## src/hdl/mcfe_pkg.sv

```systemverilog
// mcfe_pkg: constants, byte positions and crc step for the motor command frame encoder
// no dependencies; used by motor_command_frame_encoder, mcfe_checker and the test bench
package mcfe_pkg;

    localparam int unsigned FRAME_LEN = 9;
    localparam int unsigned IDX_W     = $clog2(FRAME_LEN);

    localparam logic [7:0]  FRAME_SOF  = 8'hFF;
    localparam logic [7:0]  FRAME_ID   = 8'h07;
    localparam logic [15:0] CRC_SEED   = 16'hFFFF;
    localparam logic [15:0] CRC_POLY   = 16'hA001;

    // byte positions inside a frame
    localparam logic [IDX_W-1:0] POS_SOF     = IDX_W'(0);
    localparam logic [IDX_W-1:0] POS_ID      = IDX_W'(1);
    localparam logic [IDX_W-1:0] POS_LEFT_LO = IDX_W'(2);
    localparam logic [IDX_W-1:0] POS_LEFT_HI = IDX_W'(3);
    localparam logic [IDX_W-1:0] POS_RGHT_LO = IDX_W'(4);
    localparam logic [IDX_W-1:0] POS_RGHT_HI = IDX_W'(5);
    localparam logic [IDX_W-1:0] POS_CTRL    = IDX_W'(6);
    localparam logic [IDX_W-1:0] POS_CRC_LO  = IDX_W'(7);
    localparam logic [IDX_W-1:0] POS_CRC_HI  = IDX_W'(8);

    localparam logic ACTION_MOVE = 1'b0;
    localparam logic ACTION_STOP = 1'b1;

    typedef struct packed {
        logic signed [15:0] left_speed;
        logic signed [15:0] right_speed;
        logic [7:0]         direction_code;
        logic               action;
    } cmd_t;

    // reflected crc-16 update over one byte, lsb first
    function automatic logic [15:0] crc_byte(input logic [15:0] crc_in, input logic [7:0] data);
        logic [15:0] crc;
        crc = crc_in ^ {8'h00, data};
        for (int b = 0; b < 8; b++)
        begin
            if (crc[0])
            begin
                crc = (crc >> 1) ^ CRC_POLY;
            end
            else
            begin
                crc = crc >> 1;
            end
        end
        return crc;
    endfunction

endpackage

```

## src/hdl/motor_command_frame_encoder.sv

```systemverilog
// motor_command_frame_encoder: turns one motor command into a 9-byte frame with crc-16/modbus
// depends on mcfe_pkg
//
// channel   dir  tdata (low bit up)                                   tuser   tlast
// s_*       in   left_speed[15:0] right_speed[31:16] direction[39:32] action  -
// m_*       out  frame_byte[7:0]                                      -       last byte
//
// one command gives nine byte transfers, one per cycle unless m_tready stalls; the byte
// serializer sets the sustained command rate.
// a one-entry input buffer takes the next command while the current frame is sent.
// the crc is built one byte per cycle, paused by m_tready stalls, as bytes 1 to 6 leave the serializer.
// reset clears the buffer, serializer and output valid; no frame is in flight after it.
// a stall on m_tready holds the output byte and pauses the serializer.
module motor_command_frame_encoder
    import mcfe_pkg::*;
(
    input  logic        clk,
    input  logic        rst_n,
    input  logic        s_tvalid,
    output logic        s_tready,
    input  logic [39:0] s_tdata,   // left_speed[15:0], right_speed[31:16], direction_code[39:32]
    input  logic        s_tuser,   // action[0]
    output logic        m_tvalid,
    input  logic        m_tready,
    output logic [7:0]  m_tdata,   // frame_byte[7:0]
    output logic        m_tlast    // last_byte
);

    logic             pend_valid_reg, pend_valid_next;
    cmd_t             pend_reg, pend_next;
    logic             busy_reg, busy_next;
    logic [IDX_W-1:0] idx_reg, idx_next;
    cmd_t             cmd_reg, cmd_next;
    logic [15:0]      crc_reg, crc_next;
    logic             out_valid_reg, out_valid_next;
    logic [7:0]       out_data_reg, out_data_next;
    logic             out_last_reg, out_last_next;

    logic             in_xfer;
    logic             emit;
    logic             finish;
    logic             load;
    logic [7:0]       cur_byte;

    assign s_tready = !pend_valid_reg;
    assign in_xfer  = s_tvalid && s_tready;
    assign emit     = busy_reg && (!out_valid_reg || m_tready);
    assign finish   = emit && (idx_reg == POS_CRC_HI);
    assign load     = pend_valid_reg && (!busy_reg || finish);

    always_comb
    begin
        unique case (idx_reg)
            POS_SOF:     cur_byte = FRAME_SOF;
            POS_ID:      cur_byte = FRAME_ID;
            POS_LEFT_LO: cur_byte = cmd_reg.left_speed[7:0];
            POS_LEFT_HI: cur_byte = cmd_reg.left_speed[15:8];
            POS_RGHT_LO: cur_byte = cmd_reg.right_speed[7:0];
            POS_RGHT_HI: cur_byte = cmd_reg.right_speed[15:8];
            POS_CTRL:    cur_byte = cmd_reg.direction_code + 8'd1;
            POS_CRC_LO:  cur_byte = crc_reg[7:0];
            POS_CRC_HI:  cur_byte = crc_reg[15:8];
            default:     cur_byte = 8'h00;
        endcase
        // stop frame: everything after the id byte is zero
        if (cmd_reg.action == ACTION_STOP && idx_reg != POS_SOF && idx_reg != POS_ID)
        begin
            cur_byte = 8'h00;
        end
    end

    always_comb
    begin
        pend_valid_next = pend_valid_reg;
        pend_next       = pend_reg;
        busy_next       = busy_reg;
        idx_next        = idx_reg;
        cmd_next        = cmd_reg;
        crc_next        = crc_reg;
        out_valid_next  = out_valid_reg;
        out_data_next   = out_data_reg;
        out_last_next   = out_last_reg;

        if (load)
        begin
            pend_valid_next = 1'b0;
        end
        if (in_xfer)
        begin
            pend_valid_next        = 1'b1;
            pend_next.left_speed     = s_tdata[15:0];
            pend_next.right_speed    = s_tdata[31:16];
            pend_next.direction_code = s_tdata[39:32];
            pend_next.action         = s_tuser;
        end

        if (m_tready)
        begin
            out_valid_next = 1'b0;
        end

        if (emit)
        begin
            out_valid_next = 1'b1;
            out_data_next  = cur_byte;
            out_last_next  = (idx_reg == POS_CRC_HI);
            idx_next       = idx_reg + IDX_W'(1);
            if (idx_reg != POS_SOF && idx_reg < POS_CRC_LO)
            begin
                crc_next = crc_byte(crc_reg, cur_byte);
            end
            if (finish)
            begin
                busy_next = 1'b0;
            end
        end

        if (load)
        begin
            busy_next = 1'b1;
            idx_next  = POS_SOF;
            cmd_next  = pend_reg;
            crc_next  = CRC_SEED;
        end
    end

    always_ff @(posedge clk or negedge rst_n)
    begin
        if (!rst_n)
        begin
            pend_valid_reg <= 1'b0;
            busy_reg       <= 1'b0;
            idx_reg        <= POS_SOF;
            out_valid_reg  <= 1'b0;
        end
        else
        begin
            pend_valid_reg <= pend_valid_next;
            busy_reg       <= busy_next;
            idx_reg        <= idx_next;
            out_valid_reg  <= out_valid_next;
        end
    end

    always_ff @(posedge clk)
    begin
        pend_reg     <= pend_next;
        cmd_reg      <= cmd_next;
        crc_reg      <= crc_next;
        out_data_reg <= out_data_next;
        out_last_reg <= out_last_next;
    end

    assign m_tvalid = out_valid_reg;
    assign m_tdata  = out_data_reg;
    assign m_tlast  = out_last_reg;

endmodule

```

## config.mk

```make
export PLATFORM = sky130hd
export DESIGN_NAME = motor_command_frame_encoder
export DESIGN_NICKNAME = d
export VERILOG_FILES = /design/src/hdl/mcfe_pkg.sv /design/src/hdl/motor_command_frame_encoder.sv
export SDC_FILE = /design/constraint.sdc
export NUM_CORES = 1
export LEC_CHECK = 0
export BUFFER_PORTS_ARGS = -buffer_cell sky130_fd_sc_hd__buf_4
export CORE_UTILIZATION = 55
export DETAILED_ROUTE_END_ITERATION = 8
export PLACE_DENSITY = 0.76
export SYNTH_ARGS = -nofsm -noshare
export SYNTH_HDL_FRONTEND = slang
export SYNTH_SLANG_ARGS = --single-unit
```

## constraint.sdc

```tcl
create_clock -name clk -period 9.5 [get_ports clk]
set_input_delay 1.425 -clock clk [delete_from_list [all_inputs] [get_ports clk]]
set_output_delay 1.425 -clock clk [all_outputs]
set_load 0.01 [all_outputs]
```

-- Word-level counts from Yosys, hierarchy flattened
Cells that the tools add are included.
- register bits: 114
- output and inout bits: 11
- add/sub/neg operators: 2
- $lt $le $gt $ge: 1
- eq/ne operators: 9
- muxes and demuxes: 33
- bitwise logic cells: 9
- reduce and logical (&&, ||, !) cells: 20
- operators by type and width (cell ; count):
    16-bit two-way mux ; 22
    8-bit one-hot mux with 9 select lines ; 1
    2-bit NOT with 3-bit output ; 8
    4-bit by 3-bit == test with 1-bit output, second input constant ; 4
    16-bit by 8-bit XOR with 16-bit output ; 1
    8-bit by 1-bit adder with 8-bit output, second input constant ; 1
    4-bit by 2-bit == test with 1-bit output, second input constant ; 2
    4-bit two-way mux ; 2
    8-bit two-way mux ; 1
    2-bit nonzero test ; 4
    1-bit logical AND ; 7
    1-bit two-way mux ; 7
    4-bit by 1-bit adder with 4-bit output, second input constant ; 1
    4-bit by 1-bit == test with 1-bit output, second input constant ; 1
    4-bit == test, second input constant ; 1
    4-bit zero test ; 1
    4-bit by 3-bit less-than comparator with 1-bit output, second input constant ; 1
    4-bit by 1-bit != test with 1-bit output, second input constant ; 1
    2-bit AND reduction ; 2
    4-bit nonzero test ; 1
    1-bit zero test ; 3
    1-bit logical OR ; 2

-- Longest topological paths before layout
- word-level depth: 35
- gate-level depth with buffers: 14
- depth with buffers taken out: 12

-- Worst setup path before layout
Ideal clock, no wire load.
- path kind: input-to-reg
- start: input s_tvalid
- end: register pend_reg[0] (netlist bit) (enable)
- data arrival time: 3.279 ns
- setup slack: 5.775 ns
- stages on the path: 1
- buffers on the path: 0
- path through: nor2b_1
- cells in the longest elaborated chain, start to end: 1
- RTL lines (item ; RTL line ; RTL):
    start: declaration ; motor_command_frame_encoder.sv:19 ; input logic s_tvalid,
    1-bit logical AND ; motor_command_frame_encoder.sv:46 ; assign in_xfer = s_tvalid && s_tready;
    end signal: assignment ; motor_command_frame_encoder.sv:147 ; pend_reg <= pend_next;
    end: declaration ; motor_command_frame_encoder.sv:30 ; cmd_t pend_reg, pend_next;
No other way between the ends.
A chain may end at the register's enable or synchronous reset.

-- Worst setup path after layout
- start: register idx_reg[0]
- end: register crc_reg[0]
- cells in the longest elaborated chain, start to end: 28
- elaborated cells between the ends (all ways): 51
- classes of those cells: order compare (1); eq/ne (9); mux (24); bitwise (8); reduce/logical (9)
- RTL lines (item ; RTL line ; RTL):
    start: declaration ; motor_command_frame_encoder.sv:32 ; logic [IDX_W-1:0] idx_reg, idx_next;
    start signal: assignment ; motor_command_frame_encoder.sv:140 ; idx_reg <= idx_next;
    parallel branches: the longest is 28 deep, another holds 16-bit by 8-bit XOR with 16-bit output ; -- ;
    end signal: assignment ; motor_command_frame_encoder.sv:149 ; crc_reg <= crc_next;
    end: declaration ; motor_command_frame_encoder.sv:34 ; logic [15:0] crc_reg, crc_next;
Parallel ways; which one is timed is not known. The select of a mux whose other input is x is not followed.

==> key figures <==
Outcome
  • Outcome: complete, no violations

Timing
  • Worst clock skew: 0.00759 ns
  • Hold Fails Final Rpt: 0
  • Tightest Pin Transition: 1.07 ns
  • Part of the cycle the worst path needs: 40.6%
  • Fin. max-slew vios: 0
  • Max Freq: 259 MHz
  • Setup TNS: 0 ns
  • Slew margin rel.: 28.6%
  • Hold Slack: 0.411 ns
  • Final critical-path required period: 3.86 ns
  • RSZ-0062 raised after global routing: no
  • Final setup violating endpoints: 0

Cells and area
  • Non-Filler Instances: 503
  • Layout Nets: 435
  • Synth-to-Final Area Change: 24.1%
  • Final Util: 70.2%
  • Share of layout cells above drive strength 1: 22.6%
  • N_diodes: 0

Drt
  • Via density: 5.50
  • Total number of vias: 2768
  • 1st-iter DRT viols: 237
  • WL met2: 3940 um
  • Met3 WL: 452 um
  • DRC errors left: 0
  • WL met1: 3510 um
  • WL/cell: 16.1 um
  • WL final: 8080 um
  • Uppermost routed layer: met4
  • Antenna-violating nets left: 0
  • Drt pass-1 iters: 5

Global route
  • Vias in the first global route: 2659
  • First-pass GRT wire length: 13000 um
  • Initial antenna violation count: 0
  • Overflow after GRT: 0
  • Gr usage total: 20.7%
  • Largest net degree at the start of global routing: 43

Critical path
  • Critical path launch point type: flip-flop
  • R2r endpoint: crc_reg[0]
  • Critical Path RT: 9.95 ns
  • CP arrival: 4.31 ns
  • Worst Reg-to-Reg Cells: 12
  • Setup CP Type: reg -> reg
  • CP Max Fanout: 18
  • CP Capture Type: flip-flop
  • R2r startpoint: idx_reg[0]
  • R2R Setup Slk: 5.64 ns

Yosys
  • Synthesis warning total: 0
  • Cell taking the most area after synthesis: edfxtp_1
  • Synthesized area per cell: 14.2 sq um
  • Synth top area share: 59.1%
  • Post-synth EDFFs: 91
  • FFs w/ async S/R, synth: 6.14%
  • Top post-synthesis cells by area: edfxtp_1 59%, dfxtp_1 6.9%, xnor2_1 4.5%, dfrtp_1 3.8%, nand2_1 2.1%
  • Yosys cell types: 48
  • Mapped Cells: 326
  • Number of synthesized register bits: 114
  • Sequential share of the synthesized area: 69.8%
  • Syn nets: 376
  • Post-Syn Area: 4620 sq um
  • Synth Flop Type: edfxtp_1

Floorplan
  • DIE WIDTH: 93.7 um
  • Die area: 8780 sq um
  • Starting Density: 56.6%
  • Core area: 8180 sq um
  • Die Y: 93.7 um
  • Row Count: 33
  • Io pins: 56

CTS
  • Inserted Clock Buffers: 17
  • Clk_lat worst skew: 0.51 ns
  • Clk slew on worst S/H paths: 0.06 ns
  • Setup bufs post-CTS: 0
  • Clock Path Buffers: 2
  • TritonCTS clock tree: done
  • CTS sink count: 114
  • Post_cts resized: 0
  • # hold bufs at CTS: 0
  • H-Tree Depth: 4
  • Root Buffer: clkbuf_8

Power and ir drop
  • Combinational power share: 35.5%
  • P per Cell Area: 388 nW/um^2
  • Net Sw Frac: 31.8%
  • Lkg Pwr: 0.00217 uW
  • Power share of the sequential group: 34.3%
  • Clock network fraction of total power: 30.1%
  • Maximum vdd drop: 248 uV
  • Sw power: 708 uW
  • Pwr Total: 2220 uW
  • Int Pwr: 1520 uW

Hold path
  • HP Class: reg -> reg
  • Hold Startpoint: pend_reg[25]
  • End of the worst hold path: cmd_reg[25]
  • Hold Crit Depth: 0

Job
  • Max_cap viols: 0

Place
  • Final Wtd Congestion: 0.863
  • Hpwl dp: 5310 um
  • Placed cells: 471
  • IO buf count: 55
critical path, stage by stage, from the launching register on:
cell	delay (ns)
dfrtp_1	0.43
inv_1	0.11
ha_1	0.55
and2b_1	0.23
a21boi_1	0.08
o32a_1	0.39
or4_1	0.42
a21oi_1	0.18
xnor2_1	0.18
xor3_1	0.49
xnor3_2	0.42
nor3b_1	0.18
nand3b_1	0.13
how the worst max path moves through the flow:
stage,start,endpoint,slack [ns],depth (start not counted)
2_1_floorplan,s_tvalid,pend_reg[0],5.78,1
3_3_place_gp,idx_reg[0],crc_reg[0],5.84,12
3_5_place_dp,idx_reg[0],crc_reg[0],5.72,12
4_1_cts,idx_reg[0],crc_reg[0],5.68,12
5_1_grt,idx_reg[2],crc_reg[0],5.36,10
6_report,idx_reg[0],crc_reg[0],5.64,12
cell usage in the layout, fill, tap and decap left out, drive strengths merged, types with 8 or more instances in the layout:
master and count:
buf 56, nor2 20, o211ai 12, dfxtp 16, xor2 8, a21oi 13, mux2i 9, nand2 27
nor2b 8, xnor2 24, edfxtp 91, inv 11, clkbuf 19
power by group through the flow:
| stage | Sequential (uW) | Clock, uW | Combinational, uW |
|---|---|---|---|
| final | 764 | 670 | 791 |
| after global routing | 775 | 704 | 865 |
| after CTS | 762 | 679 | 787 |
| after detailed placement | 769 | 0 | 780 |
| after global placement | 766 | 0 | 749 |
| after floorplan | 728 | 0 | 661 |
metal layers:
metal  global-route usage (%)  vias to the layer above
met1                     25.4                     1325
met2                     32.6                      105
met3                     7.93                       14
met5                        0                        -
li1                         -                     1324
met4                     9.23                        0
cell type report:
| cell class | instances | area (sq um) |
|---|---|---|
| Clock inverter | 13 | 208 |
| Tap cell | 105 | 131 |
| Multi-Input combinational cell | 187 | 1290 |
| Timing Repair Buffer | 56 | 420 |
| Inverter | 9 | 33.8 |
| Fill cell | 517 | 2440 |
| Clock buffer | 19 | 422 |
| Sequential cell | 114 | 3230 |
kinds of logic after synthesis:
| kind of cell | after synthesis | synth area share [%] |
|---|---|---|
| DFF | 114 | 69.8 |
| and+or+nand+nor | 82 | 8.69 |
| AOI/OAI and AO/OA | 56 | 8.53 |
| xor gates and xnor gates | 34 | 7.09 |
| buffers and inverters | 25 | 2.33 |
| muxes | 10 | 2.19 |
| adders and majority gates | 5 | 1.35 |
cell usage after synthesis (8+ instances only):
master / number
xor2_1: 8
mux2i_1: 9
nor2_1: 20
o211ai_1: 12
inv_1: 9
clkbuf_1: 9
nand2_1: 26
a21oi_1: 13
edfxtp_1: 91
dfxtp_1: 16
xnor2_1: 24
per-stage QoR:
| step | area [sq um] | worst slack (ns) |
|---|---|---|
| 2_1_floorplan | 4620 | 5.78 |
| 3_3_place_gp | 5110 | 5.84 |
| 3_5_place_dp | 5110 | 5.72 |
| 4_1_cts | 5740 | 5.68 |
| 5_1_grt | 5740 | 5.36 |
| 6_report | 5740 | 5.64 |
Note: power is estimated with default switching activity, not from simulation.
